`config.mk`:
```
export PLATFORM = sky130hd
export DESIGN_NAME = cpu_load_store_transfer_core_unit
export DESIGN_NICKNAME = d
export VERILOG_FILES = /design/src/sv/lstc_pkg.sv /design/src/sv/cpu_load_store_transfer_core_unit.sv /design/src/sv/lstc_exec.sv
export SDC_FILE = /design/constraint.sdc
export NUM_CORES = 1
export LEC_CHECK = 0
export ABC_CLOCK_PERIOD_IN_PS = 9900
export CAP_MARGIN = 20
export CORE_ASPECT_RATIO = 0.9
export CORE_UTILIZATION = 38
export CTS_BUF_LIST = sky130_fd_sc_hd__clkbuf_4
export CTS_CLUSTER_DIAMETER = 30
export DETAILED_ROUTE_END_ITERATION = 12
export DONT_BUFFER_PORTS = 1
export GPL_TIMING_DRIVEN = 0
export HOLD_SLACK_MARGIN = 0.1
export SLEW_MARGIN = 15
export SYNTH_ARGS = -nofsm -noshare
export SYNTH_HDL_FRONTEND = slang
export SYNTH_SLANG_ARGS = --single-unit
```
`constraint.sdc`:
```
create_clock -name clk_i -period 9.9 [get_ports clk_i]
set_input_delay 0.495 -clock clk_i [delete_from_list [all_inputs] [get_ports clk_i]]
set_output_delay 0.495 -clock clk_i [all_outputs]
set_load 0.02 [all_outputs]
```
`src/sv/lstc_pkg.sv`:
```
// Shared types and opcode constants for the load/store/transfer core.
package lstc_pkg;

  typedef enum logic [0:0] {
    CMD_EXEC      = 1'b0,
    CMD_READ_DATA = 1'b1
  } cmd_e;

  typedef enum logic [1:0] {
    ST_DONE    = 2'd0,
    ST_ILLEGAL = 2'd1,
    ST_AWAIT   = 2'd2,
    ST_IGNORED = 2'd3
  } status_e;

  typedef enum logic [1:0] {
    BUS_NONE  = 2'd0,
    BUS_READ  = 2'd1,
    BUS_WRITE = 2'd2
  } bus_kind_e;

  localparam logic [7:0] OP_TAY     = 8'hA8;
  localparam logic [7:0] OP_TAX     = 8'hAA;
  localparam logic [7:0] OP_TSX     = 8'hBA;
  localparam logic [7:0] OP_TYA     = 8'h98;
  localparam logic [7:0] OP_TXA     = 8'h8A;
  localparam logic [7:0] OP_TXS     = 8'h9A;
  localparam logic [7:0] OP_LDA_IMM = 8'hA9;
  localparam logic [7:0] OP_LDX_IMM = 8'hA2;
  localparam logic [7:0] OP_LDY_IMM = 8'hA0;
  localparam logic [7:0] OP_LDA_ZP  = 8'hA5;
  localparam logic [7:0] OP_LDA_ZPX = 8'hB5;
  localparam logic [7:0] OP_LDA_ABS = 8'hAD;
  localparam logic [7:0] OP_STA_ZP  = 8'h85;
  localparam logic [7:0] OP_STA_ZPX = 8'h95;

  typedef struct packed {
    cmd_e       command;
    logic [7:0] opcode;
    logic [7:0] operand_low;
    logic [7:0] operand_high;
    logic [7:0] read_data;
  } item_t;

  typedef struct packed {
    logic [7:0]  acc;
    logic [7:0]  x;
    logic [7:0]  y;
    logic [7:0]  sp;
    logic        n;
    logic        z;
    logic [15:0] pc;
    logic        load_waiting;
  } arch_t;

  typedef struct packed {
    status_e     status;
    bus_kind_e   bus_kind;
    logic [15:0] bus_address;
    logic [7:0]  bus_write_data;
    logic [7:0]  accumulator;
    logic [7:0]  index_x;
    logic [7:0]  index_y;
    logic [7:0]  stack_ptr;
    logic        negative_flag;
    logic        zero_flag;
    logic [15:0] prog_counter;
  } result_t;

endpackage

```
`src/sv/cpu_load_store_transfer_core_unit.sv`:
```
// Top level: input register, execute unit and result register.
// Executes one 6502-subset instruction (or read-data return) per transfer and takes a new
// transfer every cycle unless a stalled output holds it back; the path runs through the input
// register and then the result register, with execute (opcode decode, 8-bit zero-page index
// add, 16-bit pc increment) between them. A memory load reports status 2 with a bus read; the
// next transfer must be a read-data command, which loads A and sets N and Z.
module cpu_load_store_transfer_core_unit (
  input  logic        clk_i,
  input  logic        rst_ni,
  input  logic        in_valid_i,
  output logic        in_stall_o,
  input  logic        command_i,
  input  logic [7:0]  opcode_i,
  input  logic [7:0]  operand_low_i,
  input  logic [7:0]  operand_high_i,
  input  logic [7:0]  read_data_i,
  output logic        out_valid_o,
  input  logic        out_stall_i,
  output logic [1:0]  status_o,
  output logic [1:0]  bus_kind_o,
  output logic [15:0] bus_address_o,
  output logic [7:0]  bus_write_data_o,
  output logic [7:0]  accumulator_o,
  output logic [7:0]  index_x_o,
  output logic [7:0]  index_y_o,
  output logic [7:0]  stack_ptr_o,
  output logic        negative_flag_o,
  output logic        zero_flag_o,
  output logic [15:0] prog_counter_o
);
  import lstc_pkg::*;

  logic    s1_valid_q, s1_valid_d;
  item_t   s1_item_q;
  logic    out_valid_q, out_valid_d;
  result_t out_q, res;
  logic    out_ready, exec_fire, in_fire;

  assign out_ready  = !out_valid_q || !out_stall_i;
  assign exec_fire  = s1_valid_q && out_ready;
  assign in_stall_o = s1_valid_q && !out_ready;
  assign in_fire    = in_valid_i && !in_stall_o;

  assign s1_valid_d  = in_fire || (s1_valid_q && !exec_fire);
  assign out_valid_d = exec_fire || (out_valid_q && out_stall_i);

  always_ff @(posedge clk_i or negedge rst_ni) begin
    if (!rst_ni) begin
      s1_valid_q  <= 1'b0;
      out_valid_q <= 1'b0;
    end else begin
      s1_valid_q  <= s1_valid_d;
      out_valid_q <= out_valid_d;
    end
  end

  // Payload: each register holds unless a new transfer or a new result lands.
  always_ff @(posedge clk_i) begin
    if (in_fire) begin
      s1_item_q <= '{command:      cmd_e'(command_i),
                     opcode:       opcode_i,
                     operand_low:  operand_low_i,
                     operand_high: operand_high_i,
                     read_data:    read_data_i};
    end
    if (exec_fire) begin
      out_q <= res;
    end
  end

  lstc_exec u_exec (
    .clk_i  (clk_i),
    .rst_ni (rst_ni),
    .fire_i (exec_fire),
    .item_i (s1_item_q),
    .res_o  (res)
  );

  assign out_valid_o      = out_valid_q;
  assign status_o         = out_q.status;
  assign bus_kind_o       = out_q.bus_kind;
  assign bus_address_o    = out_q.bus_address;
  assign bus_write_data_o = out_q.bus_write_data;
  assign accumulator_o    = out_q.accumulator;
  assign index_x_o        = out_q.index_x;
  assign index_y_o        = out_q.index_y;
  assign stack_ptr_o      = out_q.stack_ptr;
  assign negative_flag_o  = out_q.negative_flag;
  assign zero_flag_o      = out_q.zero_flag;
  assign prog_counter_o   = out_q.prog_counter;

endmodule

```
`src/sv/lstc_exec.sv`:
```
// Architectural registers and combinational instruction execute.
module lstc_exec (
  input  logic            clk_i,
  input  logic            rst_ni,
  input  logic            fire_i,
  input  lstc_pkg::item_t item_i,
  output lstc_pkg::result_t res_o
);
  import lstc_pkg::*;

  arch_t       arch_q, arch_d, nxt;
  logic [1:0]  len;
  logic [7:0]  zpx_addr;
  result_t     res;

  assign zpx_addr = item_i.operand_low + arch_q.x;

  always_comb begin
    nxt            = arch_q;
    len            = 2'd0;
    res.status     = ST_DONE;
    res.bus_kind   = BUS_NONE;
    res.bus_address    = 16'h0000;
    res.bus_write_data = 8'h00;
    if (item_i.command == CMD_READ_DATA) begin
      if (arch_q.load_waiting) begin
        nxt.acc          = item_i.read_data;
        nxt.n            = item_i.read_data[7];
        nxt.z            = (item_i.read_data == 8'h00);
        nxt.load_waiting = 1'b0;
      end else begin
        res.status = ST_IGNORED;
      end
    end else if (arch_q.load_waiting) begin
      res.status = ST_IGNORED;
    end else begin
      unique case (item_i.opcode)
        OP_TAY: begin
          nxt.y = arch_q.acc; nxt.n = arch_q.acc[7]; nxt.z = (arch_q.acc == 8'h00);
        end
        OP_TAX: begin
          nxt.x = arch_q.acc; nxt.n = arch_q.acc[7]; nxt.z = (arch_q.acc == 8'h00);
        end
        OP_TSX: begin
          nxt.x = arch_q.sp; nxt.n = arch_q.sp[7]; nxt.z = (arch_q.sp == 8'h00);
        end
        OP_TYA: begin
          nxt.acc = arch_q.y; nxt.n = arch_q.y[7]; nxt.z = (arch_q.y == 8'h00);
        end
        OP_TXA: begin
          nxt.acc = arch_q.x; nxt.n = arch_q.x[7]; nxt.z = (arch_q.x == 8'h00);
        end
        OP_TXS: begin
          nxt.sp = arch_q.x;
        end
        OP_LDA_IMM: begin
          len = 2'd1;
          nxt.acc = item_i.operand_low;
          nxt.n = item_i.operand_low[7];
          nxt.z = (item_i.operand_low == 8'h00);
        end
        OP_LDX_IMM: begin
          len = 2'd1;
          nxt.x = item_i.operand_low;
          nxt.n = item_i.operand_low[7];
          nxt.z = (item_i.operand_low == 8'h00);
        end
        OP_LDY_IMM: begin
          len = 2'd1;
          nxt.y = item_i.operand_low;
          nxt.n = item_i.operand_low[7];
          nxt.z = (item_i.operand_low == 8'h00);
        end
        OP_LDA_ZP: begin
          len = 2'd1;
          res.bus_kind    = BUS_READ;
          res.bus_address = {8'h00, item_i.operand_low};
        end
        OP_LDA_ZPX: begin
          len = 2'd1;
          res.bus_kind    = BUS_READ;
          res.bus_address = {8'h00, zpx_addr};
        end
        OP_LDA_ABS: begin
          len = 2'd2;
          res.bus_kind    = BUS_READ;
          res.bus_address = {item_i.operand_high, item_i.operand_low};
        end
        OP_STA_ZP: begin
          len = 2'd1;
          res.bus_kind       = BUS_WRITE;
          res.bus_address    = {8'h00, item_i.operand_low};
          res.bus_write_data = arch_q.acc;
        end
        OP_STA_ZPX: begin
          len = 2'd1;
          res.bus_kind       = BUS_WRITE;
          res.bus_address    = {8'h00, zpx_addr};
          res.bus_write_data = arch_q.acc;
        end
        default: begin
          res.status = ST_ILLEGAL;
        end
      endcase
      if (res.bus_kind == BUS_READ) begin
        res.status       = ST_AWAIT;
        nxt.load_waiting = 1'b1;
      end
      nxt.pc = arch_q.pc + 16'({14'd0, len}) + 16'd1;
    end
    res.accumulator   = nxt.acc;
    res.index_x       = nxt.x;
    res.index_y       = nxt.y;
    res.stack_ptr     = nxt.sp;
    res.negative_flag = nxt.n;
    res.zero_flag     = nxt.z;
    res.prog_counter  = nxt.pc;
  end

  assign arch_d = fire_i ? nxt : arch_q;
  assign res_o  = res;

  always_ff @(posedge clk_i or negedge rst_ni) begin
    if (!rst_ni) begin
      arch_q <= '0;
    end else begin
      arch_q <= arch_d;
    end
  end

`ifndef ASSERT_OFF
  a_await_sets_pending: assert property (@(posedge clk_i) disable iff (!rst_ni)
    fire_i && res.status == ST_AWAIT |=> arch_q.load_waiting)
    else $error("load issued but no pending mark");

  a_read_iff_await: assert property (@(posedge clk_i) disable iff (!rst_ni)
    (res.bus_kind == BUS_READ) == (res.status == ST_AWAIT))
    else $error("bus read and await status disagree");

  a_ignored_holds: assert property (@(posedge clk_i) disable iff (!rst_ni)
    fire_i && res.status == ST_IGNORED |=> $stable(arch_q))
    else $error("ignored transfer changed state");

  a_illegal_pc: assert property (@(posedge clk_i) disable iff (!rst_ni)
    fire_i && res.status == ST_ILLEGAL |=> arch_q.pc == $past(arch_q.pc) + 16'd1)
    else $error("illegal opcode did not advance pc by one");
`endif

endmodule
```
==> results of run 1 <==
## state kept, by name (all words and copies together), names as in the netlist, 2 cells and up
signal / flops
accumulator_o: 8
bus_address_o: 16
bus_kind_o: 2
bus_write_data_o: 8
index_x_o: 8
index_y_o: 8
prog_counter_o: 16
s1_item_q: 33
stack_ptr_o: 8
status_o: 2
u_exec.arch_q: 51
## critical path, delay by kind of cell, from the launching register on
family                     cells  cell delay, ps
and+or+nand+nor                6            1620
adders and majority gates      2             630
AOI/OAI and AO/OA              2             610
DFF                            1             410
buffers and inverters          1             250
xor gates and xnor gates       1             100
## per-layer routing
metal	part of all wire, %	GRT usage, %	vias to the layer above
li1	-	-	2392
met1	46	26.9	2644
met2	46	31.2	195
met3	6.3	4.90	25
met4	1.3	5.94	0
met5	0	0	-
## how the worst max path moves through the flow
stage                       start            endpoint  cells past startpoint
floorplan             out_valid_o    accumulator_o[0]                      4
global placement      out_valid_o   u_exec.arch_q[49]                      6
detailed placement  s1_item_q[27]  prog_counter_o[14]                     12
CTS                 s1_item_q[27]  prog_counter_o[14]                     12
global route        s1_item_q[27]  prog_counter_o[14]                     12
finish              s1_item_q[27]  prog_counter_o[14]                     12
## through the flow
| step | total power (W) | setup WS, ps |
|---|---|---|
| global route | 0.00164 | 5830 |
| finish | 0.00157 | 6040 |
| detailed placement | 0.00111 | 6140 |
| floorplan | 0.00104 | 6270 |
| CTS | 0.00158 | 6110 |
| global placement | 0.00110 | 4870 |
## logic make-up (layout without fill, tap and decap cells)
group,Yosys count,count (layout),synth area share (%)
DFF,164,164,61.0
xor gates and xnor gates,33,33,3.78
adders and majority gates,11,11,2.00
buffers and inverters,37,111,2.05
muxes,36,36,5.31
AOI/OAI and AO/OA,134,134,12.4
and+or+nand+nor,189,189,13.5
## area by class of cell
cell class	count	area, um2	share of cell area [%]
sequential	164	4660	53.1
buffer	25	113	1.28
timing repair buffer	42	493	5.62
clock inverter	12	178	2.02
clock buffer	20	150	1.71
multi-input combinational	403	2830	32.2
tap	250	313	3.56
inverter	12	45.0	0.513
## what timing repair did
item	4_1_cts	5_1_grt
setup endpoints to repair	0	0
hold buffers	38	0
hold endpoints to repair	88	0
## cells in the final DEF (no fill, tap or decap), types with 3 or more instances in the layout
cell type        n
o211ai_1         4
xnor2_1         15
buf_2            8
nor2b_1          4
buf_1            3
nand2_1         34
a21o_1          17
nor3_1          11
mux2_2          36
clkbuf_4        20
a31oi_1          3
nand3_1         21
edfxtp_1       111
ha_1             9
o22ai_1          9
a32oi_1          8
bufinv_16        4
and2_1          20
nand2b_1         7
dlygate4sd3_1   37
or2_2            3
inv_6            3
o21ai_0         17
xor2_1          18
and3_1           3
clkbuf_1        12
buf_16           3
dfrtp_1         53
a22o_1          20
nor4_1          10
nor2_1          49
nand3b_1         4
a22oi_1         14
a21oi_2          3
inv_1           11
a21oi_1         21
## power by group through the flow
| stage | Combinational [W] | Sequential (W) | Clock, W |
|---|---|---|---|
| floorplan | 0.000133 | 0.000910 | 0 |
| global placement | 0.000167 | 0.000937 | 0 |
| detailed placement | 0.000180 | 0.000934 | 0 |
| CTS | 0.000199 | 0.000919 | 0.000464 |
| global route | 0.000221 | 0.000929 | 0.000490 |
| finish | 0.000197 | 0.000919 | 0.000451 |
==> impl_metrics.tcl, run 1 <==
set metrics [dict create \
    outcome "completed" \
    wl_per_cell_um 21.0 \
    hpwl_um 13500 \
    final_util_pct 45.1 \
    setup_viol 0 \
    power.density_nw_per_um2 179 \
    die_x_um 151 \
    finalHoldViolations 0 \
    htreeDepth 4 \
    period_minus_slack_ps 3860 \
    nFillCells 1840 \
    final_nets 713 \
    clk_pin_slew_ps 130 \
    ant_nets 0 \
    async_flop_share_pct 32.3 \
    placed_area_um2 8050 \
    die_y_um 137 \
    cts_buffers 17 \
    r2r_slack_ps 6040 \
    rr_worst_depth 12 \
    drc_errors 0 \
    worstHoldPathType "in -> reg" \
    final_cell_area_um2 8780 \
    timing.hold.ws_ps 221 \
    initial_core_util_pct 39.3 \
    grt_overflow 0 \
    die_area_um2 20700 \
    synth.most_common_cell "edfxtp_1" \
    grt_max_degree 54 \
    slowest_stage "a211oi_1" \
    combPwrFrac_pct 12.6 \
    port_buffers 0 \
    p_sw_share_pct 29.0 \
    cp-end-kind "register" \
    rsz0062_at_grt "false" \
    yosys-top-cells-area "edfxtp_1, dfrtp_1, mux2_2" \
    max_stage_delay_ps 460 \
    reg2reg_to "prog_counter_o[14]" \
    holdPathStages 1 \
    synth-edff-count 111 \
    fmax_mhz 259 \
    critPathArrivalTime_ps 4200 \
    drtIter0Drc 394 \
    worstPathRequired_ps 10240 \
    layout_worst_path_cycle_share_pct 39.0 \
    synth_cell_types 65 \
    fp-row-count 48 \
    pwr-share-clk_pct 28.7 \
    p_seq_share_pct 58.7 \
    layout-area-overhead-vs-synth_pct 14.9 \
    cts_setup_buffers 0 \
    grt_pass1_vias 5285 \
    wirelength_um 19500 \
    clock_path_buffers 2 \
    critical_path.cell_chain "clkbuf_1, or2_2, a211oi_1, a21oi_1, ha_1, fa_1, or3_4, or3_4, nor2_4, nand3_4, nor2_1, xnor2_1" \
    synth_top_area_cell "edfxtp_1" \
    num_vias 5256 \
    grtUsageTotal_pct 19.8 \
    syn_inst 604 \
    core_area_um2 19500 \
    tightest_slew_ps 989 \
    synthesis.nets 652 \
    insertion_delay_ps 580 \
    antenna_cells 0 \
    crit_type "reg -> reg" \
    maxCapViolations 0 \
    setup_tns_ps 0 \
    vdd_drop_max_mv 0.0966 \
    io_pins 117 \
    p_switching_w 0.000454 \
    cts-resized-gates 0 \
    start_kind "register" \
    cp_max_fo 10 \
    placed_cells 858 \
    crit_path_frequent_cell "or3_4" \
    ys_warn_count 0 \
    seq_area_frac_synth_pct 61.0 \
    slew_violations 0 \
    hold_start "in_valid_i" \
    drive_gt1_share_pct 15.2 \
    rr_startpoint "s1_item_q[27]" \
    synth_area_um2 7640 \
    drt_pass1_iterations 5 \
    min_to "s1_item_q[5]" \
    clock_sinks 164 \
    relSlewSlack_pct 33.6 \
    gp_congestion 0.867 \
    p_leak_nw 3.43 \
    synth_seq_cells 164 \
    grt_pass1_wl_um 30200 \
    synth_common_cells "edfxtp_1, dfrtp_1, nor2_1, mux2_2, nand2_1" \
    cts_root_buf "clkbuf_4" \
    cts_tree "done" \
    skew_ps 15.3 \
    final_cells 928 \
    ys.flop_type "edfxtp_1" \
    antenna_found_initial 0 \
    p_int_w 0.00111 \
    via_per_inst 5.66 \
    syn_area_per_cell_um2 12.6 \
    synth_top_area_share_pct 43.6 \
]
Power figures use the tool's default switching activity.
==> inputs of run 2 (changes only) <==
--- a/config.mk
+++ b/config.mk
@@ -5,7 +5,7 @@
 export SDC_FILE = /design/constraint.sdc
 export NUM_CORES = 1
 export LEC_CHECK = 0
-export ABC_CLOCK_PERIOD_IN_PS = 9900
+export ABC_CLOCK_PERIOD_IN_PS = 3800
 export CAP_MARGIN = 20
 export CORE_ASPECT_RATIO = 0.9
 export CORE_UTILIZATION = 38
==> constraint.sdc (replaced) <==
create_clock -name clk_i -period 3.8 [get_ports clk_i]
set_input_delay 0.19 -clock clk_i [delete_from_list [all_inputs] [get_ports clk_i]]
set_output_delay 0.19 -clock clk_i [all_outputs]
set_load 0.02 [all_outputs]
==> impl_metrics.tcl, run 2 (synthesized netlist as in run 1, its figures left out) <==
set metrics [dict create \
    nFillCells 1840 \
    pwr-share-clk_pct 28.7 \
    die_x_um 151 \
    placed_cells 858 \
    outcome "completed" \
    crit_type "reg -> reg" \
    critical_path.cell_chain "clkbuf_2, or2_2, a211oi_2, a21oi_1, ha_1, fa_1, or3_4, or3_4, nor2_4, nand3_4, nor2_1, xnor2_1" \
    power.density_nw_per_um2 464 \
    grt_pass1_vias 5285 \
    grt_overflow 0 \
    start_kind "register" \
    fp-row-count 48 \
    crit_family "simple AND/OR/NAND/NOR gates" \
    grt_pass1_wl_um 30200 \
    worstHoldPathType "in -> async" \
    relSlewSlack_pct 35.8 \
    cts_root_buf "clkbuf_4" \
    finalHoldViolations 0 \
    max_stage_delay_ps 430 \
    final_common_cell "edfxtp_1" \
    initial_core_util_pct 39.3 \
    htreeDepth 4 \
    p_int_w 0.00290 \
    grt_max_degree 54 \
    gp_congestion 0.867 \
    wl_per_cell_um 20.9 \
    rr_worst_depth 12 \
    drc_errors 0 \
    antenna_found_initial 0 \
    hpwl_um 13500 \
    fmax_mhz 277 \
    largest_reg_flops 51 \
    period_minus_slack_ps 3610 \
    skew_ps 13.5 \
    slowest_stage "or3_4" \
    worstPathRequired_ps 4140 \
    io_pins 117 \
    clock_sinks 164 \
    insertion_delay_ps 580 \
    path_buf_inv 1 \
    die_area_um2 20700 \
    clock_path_buffers 2 \
    final_cells 931 \
    clk_pin_slew_ps 140 \
    cp_max_fo 8 \
    core_area_um2 19500 \
    p_leak_nw 3.45 \
    cts_buffers 17 \
    final_cell_mix "edfxtp_1, dfrtp_1, nor2_1, dlygate4sd3_1, mux2_2" \
    final_nets 716 \
    die_y_um 137 \
    critPathArrivalTime_ps 3950 \
    port_buffers 0 \
    layout-area-overhead-vs-synth_pct 15.3 \
    setup_viol 0 \
    crit_path_frequent_cell "or3_4" \
    drive_gt1_share_pct 15.9 \
    ant_nets 0 \
    tightest_slew_ps 955 \
    vdd_drop_max_mv 0.252 \
    combPwrFrac_pct 12.7 \
    layout_worst_path_cycle_share_pct 95.1 \
    drtIter0Drc 445 \
    p_seq_share_pct 58.6 \
    p_switching_w 0.00119 \
    grtUsageTotal_pct 19.8 \
    p_sw_share_pct 29.0 \
    p_total_w 0.00409 \
    path_depth 12 \
    slew_violations 0 \
    num_vias 5300 \
    antenna_cells 0 \
    wirelength_um 19400 \
    cts_tree "done" \
    reg_top3 "u_exec.arch_q (51), s1_item_q (33)" \
    cp-end-kind "register" \
    maxCapViolations 0 \
    top_register "u_exec.arch_q" \
    via_per_inst 5.69 \
    drt_pass1_iterations 4 \
]
## run 2: timing repair
item,in CTS,in global routing
setup endpoints to repair,0,6
gates resized for setup,0,1
setup buffers,0,4
endpoints found under the hold margin,90,0
hold buffers,38,0
## run 2: metrics by stage
stage / area [um2] / setup TNS (ps) / hold slack, ps / utilization [%] / setup slack, ps
2_1_floorplan: 7640 / 0 / -106 / - / 168
3_3_place_gp: 7950 / -103660 / -104 / 40.9 / -1230
3_5_place_dp: 8050 / 0 / -104 / 41.4 / 43.6
4_1_cts: 8780 / 0 / 102 / 45.1 / 12.4
5_1_grt: 8810 / -7.54 / 117 / 45.3 / -7.54
6_report: 8810 / 0 / 116 / 45.3 / 187
## run 2: layout make-up
type | instances | area [um2] | share of cell area, %
flip-flops and latches | 164 | 4660 | 52.9
multi-input cells | 403 | 2830 | 32.1
clock inverters | 12 | 178 | 2.02
inverters | 12 | 45.0 | 0.511
clock buffers | 20 | 150 | 1.70
plain buffers | 24 | 109 | 1.24
well taps | 250 | 313 | 3.55
repair buffers | 46 | 523 | 5.94
## run 2: power by group through the flow
stage	combinational, W	clock (W)	sequential [W]
CTS	0.000520	0.00121	0.00239
finish	0.000518	0.00118	0.00240
global placement	0.000435	0	0.00244
floorplan	0.000346	0	0.00237
detailed placement	0.000468	0	0.00243
global route	0.000579	0.00128	0.00242
## run 2: metal layers
layer  wire [um]  part of all wire, %  global-route usage (%)
met3        1290                  6.6                    4.90
met5           0                    0                       0
met1        8860                   46                    26.9
met4         256                  1.3                    5.94
met2        9040                   46                    31.2
## run 2: path summary, 6_finish.rpt
check	startpoint	slack, ps	endpoint
max in group asynchronous	rst_ni	3400	u_exec.arch_q[21]
hold / removal	rst_ni	120	u_exec.arch_q[6]
hold reg to reg	u_exec.arch_q[16]	500	u_exec.arch_q[16]
setup reg to reg	s1_item_q[24]	190	prog_counter_o[14]
setup / recovery	s1_item_q[24]	190	prog_counter_o[14]
min in group clk_i	opcode_i[6]	230	s1_item_q[30]
